$ cat config.mk
export PLATFORM = sky130hd
export DESIGN_NAME = barometric_sensor_compensation
export DESIGN_NICKNAME = d
export VERILOG_FILES = /design/src/rtl/bsc_pkg.sv /design/src/rtl/barometric_sensor_compensation.sv
export SDC_FILE = /design/constraint.sdc
export NUM_CORES = 2
export LEC_CHECK = 0
export BUFFER_PORTS_ARGS = -buffer_cell sky130_fd_sc_hd__buf_2
export CORE_MARGIN = 8
export CORE_UTILIZATION = 50
export CTS_BUF_LIST = sky130_fd_sc_hd__clkbuf_4 sky130_fd_sc_hd__clkbuf_8
export DETAILED_ROUTE_END_ITERATION = 16
export GPL_TIMING_DRIVEN = 0
export HOLD_SLACK_MARGIN = 0.02
export PLACE_DENSITY_LB_ADDON = 0.05
export SYNTH_ARGS = -nofsm -noshare
export SYNTH_HDL_FRONTEND = slang
export SYNTH_SLANG_ARGS = --single-unit
$ cat constraint.sdc
create_clock -name clk -period 22.5 [get_ports clk]
set_clock_uncertainty 0.05 [all_clocks]
set_input_delay 0 -clock clk [delete_from_list [all_inputs] [get_ports clk]]
set_output_delay 0 -clock clk [all_outputs]
set_load 0.01 [all_outputs]
$ cat src/rtl/bsc_pkg.sv
`timescale 1ns / 1ps
// ============================================================================
// bsc_pkg
// Shared types, constants and helpers for the barometric compensation block.
// ============================================================================
package bsc_pkg;

    typedef enum logic [4:0] {
        ST_IDLE,
        ST_T0,
        ST_T1,
        ST_T2,
        ST_DIV,
        ST_P0,
        ST_P1,
        ST_P2,
        ST_P3,
        ST_P4,
        ST_P5,
        ST_P6,
        ST_P7,
        ST_P8,
        ST_P9,
        ST_P10,
        ST_P11,
        ST_OUT
    } state_t;

    localparam logic [2:0] REG_AC1_AC2 = 3'd0;
    localparam logic [2:0] REG_AC3_AC4 = 3'd1;
    localparam logic [2:0] REG_AC5_AC6 = 3'd2;
    localparam logic [2:0] REG_B1_B2   = 3'd3;
    localparam logic [2:0] REG_MC_MD   = 3'd4;
    localparam logic [2:0] REG_OSS     = 3'd5;

    localparam logic CMD_TEMP  = 1'b0;
    localparam logic CMD_PRESS = 1'b1;

    localparam logic [31:0] B6_OFFSET   = 32'd4000;
    localparam logic [31:0] POLY_SQ     = 32'd3038;
    localparam logic [31:0] POLY_LIN    = 32'hFFFF_E343;  // -7357
    localparam logic [31:0] POLY_OFFSET = 32'd3791;
    localparam logic [31:0] PRESS_SCALE = 32'd50000;
    localparam logic [31:0] KELVIN_OFS  = 32'd2732;
    localparam logic [31:0] AC4_BIAS    = 32'd32768;

    localparam logic [4:0] DIV_LAST = 5'd31;

    function automatic logic [31:0] asr(input logic [31:0] v, input logic [4:0] n);
        asr = $signed(v) >>> n;
    endfunction

    function automatic logic [31:0] sx16(input logic [15:0] v);
        sx16 = {{16{v[15]}}, v};
    endfunction

endpackage

$ cat src/rtl/barometric_sensor_compensation.sv
`timescale 1ns / 1ps
// ============================================================================
// barometric_sensor_compensation
// Integer compensation of raw barometric temperature and pressure readings.
// ============================================================================
// A zero divisor ends the item early. One item at a time: a new request is
// taken only in the idle state, after the last result is loaded into the
// output register; the pace is set by the 32-step shared divider and the
// shared 32-bit multiplier stepped by the sequencer. Reset (rst_n, async low)
// clears all coefficients, the stored B5 term and the control state.
module barometric_sensor_compensation (
    input  logic        clk,
    input  logic        rst_n,
    input  logic        s_tvalid,
    output logic        s_tready,
    input  logic [23:0] s_tdata,   // [23:0] raw_reading
    input  logic        s_tuser,   // [0] command
    output logic        m_tvalid,
    input  logic        m_tready,
    output logic [31:0] m_tdata,   // [30:0] value, [31] zero
    output logic        m_tuser,   // [0] fault
    input  logic        cfg_valid,
    output logic        cfg_ready,
    input  logic [2:0]  cfg_index,
    input  logic [31:0] cfg_data
);

    bsc_pkg::state_t state_reg, state_next;

    logic [31:0] ac12_reg, ac34_reg, ac56_reg, b12_reg, mcmd_reg;
    logic [1:0]  oss_reg;
    logic [31:0] b5_reg, b5_next;
    logic [23:0] raw_reg, raw_next;
    logic        cmd_reg, cmd_next;
    logic [31:0] t1_reg, t1_next;
    logic [31:0] acc_reg, acc_next;
    logic [31:0] b6_reg, b6_next;
    logic [31:0] sq_reg, sq_next;
    logic [31:0] b3_reg, b3_next;
    logic [31:0] b4_reg, b4_next;
    logic [31:0] p_reg, p_next;
    logic [31:0] rem_reg, rem_next;
    logic [31:0] quo_reg, quo_next;
    logic [31:0] dvs_reg, dvs_next;
    logic [4:0]  cnt_reg, cnt_next;
    logic        neg_reg, neg_next;
    logic        dbl_reg, dbl_next;
    logic [30:0] res_reg, res_next;
    logic        flt_reg, flt_next;
    logic        ovld_reg, ovld_next;
    logic [30:0] oval_reg, oval_next;
    logic        oflt_reg, oflt_next;

    logic [31:0] mul_a, mul_b, mul_p;
    logic [32:0] rem_sh, rem_diff;
    logic [31:0] x1, dv, num, x2, b5n, tk, x3, sum1, sum2, up, q, pf;

    assign mul_p     = mul_a * mul_b;
    assign rem_sh    = {rem_reg, quo_reg[31]};
    assign rem_diff  = rem_sh - {1'b0, dvs_reg};
    assign s_tready  = (state_reg == bsc_pkg::ST_IDLE);
    assign cfg_ready = 1'b1;
    assign m_tvalid  = ovld_reg;
    assign m_tdata   = {1'b0, oval_reg};
    assign m_tuser   = oflt_reg;

    always_ff @(posedge clk or negedge rst_n)
    begin
        if (!rst_n)
        begin
            state_reg <= bsc_pkg::ST_IDLE;
            ac12_reg  <= '0;
            ac34_reg  <= '0;
            ac56_reg  <= '0;
            b12_reg   <= '0;
            mcmd_reg  <= '0;
            oss_reg   <= '0;
            b5_reg    <= '0;
            ovld_reg  <= 1'b0;
            cnt_reg   <= '0;
        end
        else
        begin
            state_reg <= state_next;
            b5_reg    <= b5_next;
            ovld_reg  <= ovld_next;
            cnt_reg   <= cnt_next;
            if (cfg_valid && cfg_ready)
            begin
                case (cfg_index)
                    bsc_pkg::REG_AC1_AC2: ac12_reg <= cfg_data;
                    bsc_pkg::REG_AC3_AC4: ac34_reg <= cfg_data;
                    bsc_pkg::REG_AC5_AC6: ac56_reg <= cfg_data;
                    bsc_pkg::REG_B1_B2:   b12_reg  <= cfg_data;
                    bsc_pkg::REG_MC_MD:   mcmd_reg <= cfg_data;
                    bsc_pkg::REG_OSS:     oss_reg  <= cfg_data[1:0];
                    default:              ;
                endcase
            end
        end
    end

    always_ff @(posedge clk)
    begin
        raw_reg  <= raw_next;
        cmd_reg  <= cmd_next;
        t1_reg   <= t1_next;
        acc_reg  <= acc_next;
        b6_reg   <= b6_next;
        sq_reg   <= sq_next;
        b3_reg   <= b3_next;
        b4_reg   <= b4_next;
        p_reg    <= p_next;
        rem_reg  <= rem_next;
        quo_reg  <= quo_next;
        dvs_reg  <= dvs_next;
        neg_reg  <= neg_next;
        dbl_reg  <= dbl_next;
        res_reg  <= res_next;
        flt_reg  <= flt_next;
        oval_reg <= oval_next;
        oflt_reg <= oflt_next;
    end

    always_comb
    begin
        state_next = state_reg;
        b5_next    = b5_reg;
        raw_next   = raw_reg;
        cmd_next   = cmd_reg;
        t1_next    = t1_reg;
        acc_next   = acc_reg;
        b6_next    = b6_reg;
        sq_next    = sq_reg;
        b3_next    = b3_reg;
        b4_next    = b4_reg;
        p_next     = p_reg;
        rem_next   = rem_reg;
        quo_next   = quo_reg;
        dvs_next   = dvs_reg;
        cnt_next   = cnt_reg;
        neg_next   = neg_reg;
        dbl_next   = dbl_reg;
        res_next   = res_reg;
        flt_next   = flt_reg;
        ovld_next  = ovld_reg && !m_tready;
        oval_next  = oval_reg;
        oflt_next  = oflt_reg;
        mul_a      = '0;
        mul_b      = '0;
        x1         = '0;
        dv         = '0;
        num        = '0;
        x2         = '0;
        b5n        = '0;
        tk         = '0;
        x3         = '0;
        sum1       = '0;
        sum2       = '0;
        up         = '0;
        q          = '0;
        pf         = '0;

        case (state_reg)
            bsc_pkg::ST_IDLE:
            begin
                if (s_tvalid)
                begin
                    raw_next   = s_tdata;
                    cmd_next   = s_tuser;
                    state_next = (s_tuser == bsc_pkg::CMD_PRESS) ? bsc_pkg::ST_P0
                                                                 : bsc_pkg::ST_T0;
                end
            end
            bsc_pkg::ST_T0:
            begin
                mul_a      = {16'd0, raw_reg[15:0]} - {16'd0, ac56_reg[15:0]};
                mul_b      = {16'd0, ac56_reg[31:16]};
                t1_next    = mul_p;
                state_next = bsc_pkg::ST_T1;
            end
            bsc_pkg::ST_T1:
            begin
                x1       = bsc_pkg::asr(t1_reg, 5'd15);
                dv       = x1 + bsc_pkg::sx16(mcmd_reg[15:0]);
                num      = bsc_pkg::sx16(mcmd_reg[31:16]) << 11;
                acc_next = x1;
                if (dv == '0)
                begin
                    res_next   = bsc_pkg::KELVIN_OFS[30:0];
                    flt_next   = 1'b1;
                    state_next = bsc_pkg::ST_OUT;
                end
                else
                begin
                    neg_next   = num[31] ^ dv[31];
                    quo_next   = num[31] ? (32'd0 - num) : num;
                    dvs_next   = dv[31] ? (32'd0 - dv) : dv;
                    rem_next   = '0;
                    cnt_next   = bsc_pkg::DIV_LAST;
                    state_next = bsc_pkg::ST_DIV;
                end
            end
            bsc_pkg::ST_DIV:
            begin
                if (!rem_diff[32])
                begin
                    rem_next = rem_diff[31:0];
                    quo_next = {quo_reg[30:0], 1'b1};
                end
                else
                begin
                    rem_next = rem_sh[31:0];
                    quo_next = {quo_reg[30:0], 1'b0};
                end
                cnt_next = cnt_reg - 5'd1;
                if (cnt_reg == '0)
                begin
                    state_next = (cmd_reg == bsc_pkg::CMD_PRESS) ? bsc_pkg::ST_P8
                                                                 : bsc_pkg::ST_T2;
                end
            end
            bsc_pkg::ST_T2:
            begin
                x2         = neg_reg ? (32'd0 - quo_reg) : quo_reg;
                b5n        = acc_reg + x2;
                b5_next    = b5n;
                tk         = bsc_pkg::asr(b5n + 32'd8, 5'd4) + bsc_pkg::KELVIN_OFS;
                res_next   = {15'd0, tk[15:0]};
                flt_next   = 1'b0;
                state_next = bsc_pkg::ST_OUT;
            end
            bsc_pkg::ST_P0:
            begin
                b6_next    = b5_reg - bsc_pkg::B6_OFFSET;
                mul_a      = b6_next;
                mul_b      = b6_next;
                t1_next    = mul_p;
                state_next = bsc_pkg::ST_P1;
            end
            bsc_pkg::ST_P1:
            begin
                sq_next    = bsc_pkg::asr(t1_reg, 5'd12);
                mul_a      = bsc_pkg::sx16(b12_reg[15:0]);
                mul_b      = sq_next;
                t1_next    = mul_p;
                state_next = bsc_pkg::ST_P2;
            end
            bsc_pkg::ST_P2:
            begin
                acc_next   = bsc_pkg::asr(t1_reg, 5'd11);
                mul_a      = bsc_pkg::sx16(ac12_reg[15:0]);
                mul_b      = b6_reg;
                t1_next    = mul_p;
                state_next = bsc_pkg::ST_P3;
            end
            bsc_pkg::ST_P3:
            begin
                x3         = acc_reg + bsc_pkg::asr(t1_reg, 5'd11);
                sum1       = (bsc_pkg::sx16(ac12_reg[31:16]) << 2) + x3;
                sum2       = (sum1 << oss_reg) + 32'd2;
                b3_next    = bsc_pkg::asr(sum2, 5'd2);
                mul_a      = bsc_pkg::sx16(ac34_reg[31:16]);
                mul_b      = b6_reg;
                t1_next    = mul_p;
                state_next = bsc_pkg::ST_P4;
            end
            bsc_pkg::ST_P4:
            begin
                acc_next   = bsc_pkg::asr(t1_reg, 5'd13);
                mul_a      = bsc_pkg::sx16(b12_reg[31:16]);
                mul_b      = sq_reg;
                t1_next    = mul_p;
                state_next = bsc_pkg::ST_P5;
            end
            bsc_pkg::ST_P5:
            begin
                x3 = bsc_pkg::asr(acc_reg + bsc_pkg::asr(t1_reg, 5'd16) + 32'd2, 5'd2);
                mul_a      = {16'd0, ac34_reg[15:0]};
                mul_b      = x3 + bsc_pkg::AC4_BIAS;
                t1_next    = mul_p;
                state_next = bsc_pkg::ST_P6;
            end
            bsc_pkg::ST_P6:
            begin
                b4_next = t1_reg >> 15;
                if (b4_next == '0)
                begin
                    res_next   = '0;
                    flt_next   = 1'b1;
                    state_next = bsc_pkg::ST_OUT;
                end
                else
                begin
                    up         = {8'd0, raw_reg} >> (4'd8 - {2'd0, oss_reg});
                    mul_a      = up - b3_reg;
                    mul_b      = bsc_pkg::PRESS_SCALE >> oss_reg;
                    t1_next    = mul_p;
                    state_next = bsc_pkg::ST_P7;
                end
            end
            bsc_pkg::ST_P7:
            begin
                dbl_next   = !t1_reg[31];
                quo_next   = t1_reg[31] ? t1_reg : (t1_reg << 1);
                dvs_next   = b4_reg;
                neg_next   = 1'b0;
                rem_next   = '0;
                cnt_next   = bsc_pkg::DIV_LAST;
                state_next = bsc_pkg::ST_DIV;
            end
            bsc_pkg::ST_P8:
            begin
                p_next     = dbl_reg ? quo_reg : (quo_reg << 1);
                q          = bsc_pkg::asr(p_next, 5'd8);
                mul_a      = q;
                mul_b      = q;
                t1_next    = mul_p;
                state_next = bsc_pkg::ST_P9;
            end
            bsc_pkg::ST_P9:
            begin
                mul_a      = t1_reg;
                mul_b      = bsc_pkg::POLY_SQ;
                t1_next    = mul_p;
                state_next = bsc_pkg::ST_P10;
            end
            bsc_pkg::ST_P10:
            begin
                acc_next   = bsc_pkg::asr(t1_reg, 5'd16);
                mul_a      = bsc_pkg::POLY_LIN;
                mul_b      = p_reg;
                t1_next    = mul_p;
                state_next = bsc_pkg::ST_P11;
            end
            bsc_pkg::ST_P11:
            begin
                sum1       = acc_reg + bsc_pkg::asr(t1_reg, 5'd16) + bsc_pkg::POLY_OFFSET;
                pf         = p_reg + bsc_pkg::asr(sum1, 5'd4);
                res_next   = (pf != '0 && !pf[31]) ? pf[30:0] : 31'd0;
                flt_next   = 1'b0;
                state_next = bsc_pkg::ST_OUT;
            end
            bsc_pkg::ST_OUT:
            begin
                if (!ovld_reg || m_tready)
                begin
                    ovld_next  = 1'b1;
                    oval_next  = res_reg;
                    oflt_next  = flt_reg;
                    state_next = bsc_pkg::ST_IDLE;
                end
            end
            default:
            begin
                state_next = bsc_pkg::ST_IDLE;
            end
        endcase
    end

endmodule
**Word level (Yosys, flattened, before mapping)**

Index checks and enable logic that the tools add are counted.

- Bits of input ports: 65
- Register bits after elaboration: 587
- Word-level logic and storage cells: 161

- Eq/ne operators: 29
- Shift-type cells: 3
- Bitwise gates (word level): 1
- $mul: 1
- $add $sub $neg: 21
- Reductions and logical operators: 36
- Multiplexer cells: 41

Operators with widths:

| operator | count |
|---|---|
| two-way mux 32 bit | 12 |
| one-hot mux 32 bit (11 select lines) | 1 |
| one-hot mux 32 bit (10 select lines) | 1 |
| one-hot mux 32 bit (3 select lines) | 2 |
| adder 32 bit | 5 |
| one-hot mux 32 bit (2 select lines) | 2 |
| one-hot mux 32 bit (4 select lines) | 1 |
| one-hot mux 31 bit (4 select lines) | 1 |
| two-way mux 31 bit | 3 |
| one-hot mux 5 bit (17 select lines) | 1 |
| adder 32 x 2 -> 32 bit (second input constant) | 2 |
| logical NOT 32 bit | 2 |
| == test 5 x 4 -> 1 bit (second input constant) | 8 |
| subtractor 33 x 32 -> 33 bit | 1 |
| adder 32 x 12 -> 32 bit (second input constant) | 1 |
| multiplier 32 x 32 -> 32 bit | 1 |
| nonzero test 32 bit | 1 |
| left shift 32 x 2 -> 32 bit | 1 |
| >> shifter 16 x 2 -> 32 bit (first input constant) | 1 |
| >> shifter 24 x 4 -> 32 bit | 1 |
| subtractor 1 x 32 -> 32 bit (first input constant) | 1 |
| subtractor 32 x 12 -> 32 bit (second input constant) | 1 |
| subtractor 32 bit | 1 |
| adder 30 x 17 -> 31 bit (second input constant) | 1 |
| other kinds (36) | 80 |

**Logic depth before layout (Yosys ltp)**

- Depth after elaboration: 8
- Mapped depth: 55

**Worst setup path before layout**

OpenSTA, ideal clock, no wires.

- Path kind: reg-to-reg
- Start: register oss_reg[0]
- End: register t1_reg[31] (data pin)
- Slack: 9.496 ns
- Arrival: 12.691 ns
- Setup time: 0.263 ns
- Path buffers: 6
- Stages on the path, launching flop included: 51
- Clock period less this slack: 13.004 ns
- Path through: dfrtp_1 -> clkbuf_1 -> inv_1 -> buf_1 -> clkbuf_1 -> buf_1 -> ha_1 -> buf_1 -> clkbuf_1 -> mux4_2 -> a21oi_1 -> ha_1 -> inv_1 -> fa_1 -> a211oi_1 -> o21bai_1 -> a31oi_1 -> o21ai_0 -> [... 15 more ...] -> fa_1 -> fa_1 -> fa_1 -> fa_1 -> fa_1 -> xor2_1 -> xnor2_1 -> xnor2_1 -> xnor2_1 -> xnor2_1 -> xnor2_1 -> xnor3_1 -> xor2_1 -> xnor3_1 -> xnor2_2 -> xnor2_1 -> xnor2_1 -> xor2_1

- Longest elaborated chain between the ends: 8
- Elaborated cells on any way between the ends: 11

RTL lines:

| element | line | source |
|---|---|---|
| start, declared | barometric_sensor_compensation.sv:31 | `logic [1:0] oss_reg;` |
| start signal, assigned | barometric_sensor_compensation.sv:96 | `bsc_pkg::REG_OSS: oss_reg <= cfg_data[1:0];` |
| subtractor 4 x 2 -> 4 bit | barometric_sensor_compensation.sv:295 | `up = {8'd0, raw_reg} >> (4'd8 - {2'd0, oss_reg});` |
| >> shifter 24 x 4 -> 32 bit | barometric_sensor_compensation.sv:295 |  |
| subtractor 32 bit | barometric_sensor_compensation.sv:296 | `mul_a = up - b3_reg;` |
| two-way mux 32 bit | barometric_sensor_compensation.sv:287 | `if (b4_next == '0)` |
| one-hot mux 32 bit (11 select lines) | barometric_sensor_compensation.sv:164 | `case (state_reg)` |
| multiplier 32 x 32 -> 32 bit (*) | barometric_sensor_compensation.sv:58 | `assign mul_p = mul_a * mul_b;` |
| via mul_p[31] | barometric_sensor_compensation.sv:54 | `logic [31:0] mul_a, mul_b, mul_p;` |
| two-way mux 32 bit | barometric_sensor_compensation.sv:287 |  |
| one-hot mux 32 bit (2 select lines) (*) | barometric_sensor_compensation.sv:164 |  |
| end signal, assigned | barometric_sensor_compensation.sv:107 | `t1_reg <= t1_next;` |
| end, declared | barometric_sensor_compensation.sv:35 | `logic [31:0] t1_reg, t1_next;` |

The timed path passes the listed nets; every way through them passes the cells marked *. The select of a mux whose other input is x is not followed.
A chain may end at the register's enable or synchronous reset.

**Final worst setup path**

Same ends and word-level chain as after synthesis.

==> run_results.csv <==
group,metric,value,unit
setup_path,worst_path_max_delay_cell,"buf_1",
synthesis,synth.ff_latch_count,563,
route,drc,0,
synthesis,yosys_warnings,0,
synthesis,synth_edf_count,358,
clock_network,cts_setup_buffers,0,
die,row_count,119,
global_routing,grt_overflow,0,
timing,fmax,61.23,MHz
timing,worstMarginPinSlew,1.524,ns
flow_run,maxCapViolCount,2,
placed_design,place_inst,7054,
cells_and_area,nets,6705,
cells_and_area,n_fill_cell,9660,
timing,report.final.slew_viol_count,12,
synthesis,syn_area_per_cell,9.586,µm²
timing,fin_crit,16.33,ns
setup_path,slowest_delay,0.68,ns
timing,tns,0,ns
synthesis,async_flop_share,0.3641,
die,dieArea,0.1171,mm²
status,violations,"capacitance limit, slew limit",
synthesis,synthCells,5548,
timing,rsz0062_at_grt,"no",
clock_network,clockBufferDepth,3,
min_path,hold_class,"input pin to flip-flop",
route,via_per_inst,6.057,
clock_network,htreeDepth,3,
route,first_pass_iters,9,
synthesis,yosys_most_used_dff,"edfxtp_1",
die,start_util,0.5045,
setup_path,startpoint_type,"flip-flop",
cells_and_area,layout.cells.non_filler,7353,
setup_path,worst-path-max-fanout,11,
route,drt-total-wl,200300,µm
die,die_h,342.1,µm
setup_path,required,22.97,ns
route,wl_per_cell,27.24,µm
status,status,"complete, but fails checks",
setup_path,endpoint_kind,"flip-flop",
route,drtAntennaViolNets,0,
route,dr.first_iter.drc_count,5237,
global_routing,grt_pass1_vias,43290,
setup_path,crit_type,"flip-flop to flip-flop",
timing,timing.slew.headroom,-0.01572,
clock_network,cts_buffers,102,
die,die_w,342.1,µm
clock_network,path_clk_slew,0.06,ns
cells_and_area,register_area,0.01588,mm²
global_routing,antenna_found_initial,8,
clock_network,clock_latency,0.79,ns
clock_network,cts-root-buf,"clkbuf_8",
clock_network,cts.sinks,563,
die,core_area,0.1054,mm²
global_routing,grtUsageTotal,0.3362,
synthesis,yosysSeqAreaShare,0.2986,
timing,period_share,0.7258,
timing,setup_viol_count_final,0,
timing,hold_viol,0,
cells_and_area,layout-drive-gt1-share,0.09471,
global_routing,grt_max_degree,108,
synthesis,ys_types,105,
setup_path,cpMostUsedCell,"fa_1",
synthesis,synth_area,0.05318,mm²
cells_and_area,final_cell_mix,"inv_1 (685), nand2_1 (682), fa_1 (435)",
placed_design,port_buffers,97,
placed_design,dp_hpwl,158000,µm
die,io_pins,101,
cells_and_area,syn_to_final_growth,10.84,%
cells_and_area,multiInputGateArea,0.03393,mm²
clock_network,cts_tree,"done",
cells_and_area,mostFrequentLayoutCell,"inv_1",
setup_path,cp.arrival,16.80,ns
placed_design,gp_congestion,0.9979,
global_routing,grt_pass1_wl,290600,µm
route,vias,44540,
## worst max-delay path, delay by kind of cell, from the launching register on
| family | cells | cell delay, ns |
|---|---|---|
| AND/OR/NAND/NOR | 4 | 0.91 |
| XOR/XNOR | 14 | 3.15 |
| multiplexers | 1 | 0.41 |
| flip-flops | 1 | 0.48 |
| buffers and inverters | 10 | 3.31 |
| AO/OA/AOI/OAI | 10 | 2.57 |
| adder cells (fa/ha/maj) | 11 | 5.16 |
## final cells by class
type                       count  share of cell area
tap                         1391             0.02952
multi-input combinational   4064              0.5755
timing repair buffer         214             0.02990
clock buffer                 145             0.03014
sequential                   563              0.2694
antenna                        7           0.0002971
buffer                       238             0.01558
inverter                     688             0.04381
clock inverter                43            0.005879
## path summary, 6_finish.rpt
| check | from | end | slack, ns | depth (start not counted) |
|---|---|---|---|---|
| hold / removal | cfg_data[8] | mcmd_reg[8] | 0.07 | 3 |
| max in group asynchronous | rst_n | ac12_reg[1] | 21.52 | 4 |
| setup reg to reg | oss_reg[0] | t1_reg[31] | 6.17 | 50 |
| setup / recovery | oss_reg[0] | t1_reg[31] | 6.17 | 50 |
| min in group asynchronous | rst_n | ac56_reg[22] | 0.40 | 4 |
| hold reg to reg | res_reg[5] | oval_reg[5] | 0.36 | 0 |
## kinds of logic after synthesis
kind of cell             count (synthesis)  share of synthesized area
AO/OA/AOI/OAI                         1004                     0.1280
flip-flops                             563                     0.2986
XOR/XNOR                               404                    0.06825
other                                    2                  0.0001412
adder cells (fa/ha/maj)                770                     0.2425
multiplexers                           284                    0.05924
AND/OR/NAND/NOR                       1595                     0.1376
buffers and inverters                  926                    0.06573
## what timing repair did
item                                    CTS  global route
endpoints found under the hold margin   435             0
hold buffers                            104             0
endpoints found under the setup margin    0             0
resized for setup                         0             0
## cell usage after synthesis, types with 92 or more instances
master / count / share of area
nand2_1: 682 / 0.048
nor2_1: 383 / 0.027
edfxtp_1: 358 / 0.20
mux2i_1: 92 / 0.017
inv_1: 685 / 0.048
clkbuf_1: 205 / 0.014
o21ai_0: 197 / 0.019
fa_1: 435 / 0.16
xor2_1: 123 / 0.020
a21oi_1: 230 / 0.022
dfrtp_1: 205 / 0.096
mux2_2: 186 / 0.039
xnor2_1: 274 / 0.045
ha_1: 334 / 0.079
## metal layers
layer,part of all wire,track usage
met5,0.000065,0
met4,0.069,0.1822
met3,0.11,0.08453
met2,0.42,0.5015
met1,0.40,0.4490
## metrics by stage
stage / setup slack (ns) / utilization / hold WS (ns) / cell area [µm²]
finish: 6.168 / 0.5592 / 0.07122 / 58950
floorplan: 9.496 / - / -0.3456 / 53200
global route: 5.384 / 0.5591 / 0.07970 / 58940
CTS: 6.332 / 0.5590 / 0.02632 / 58920
detailed placement: 6.414 / 0.5288 / 0.08074 / 55740
global placement: 5.854 / 0.5258 / 0.1275 / 55430
Power is left out: the tool's default activity adds up to more than one toggle a clock period on the data nets, which glitch-free logic cannot reach.
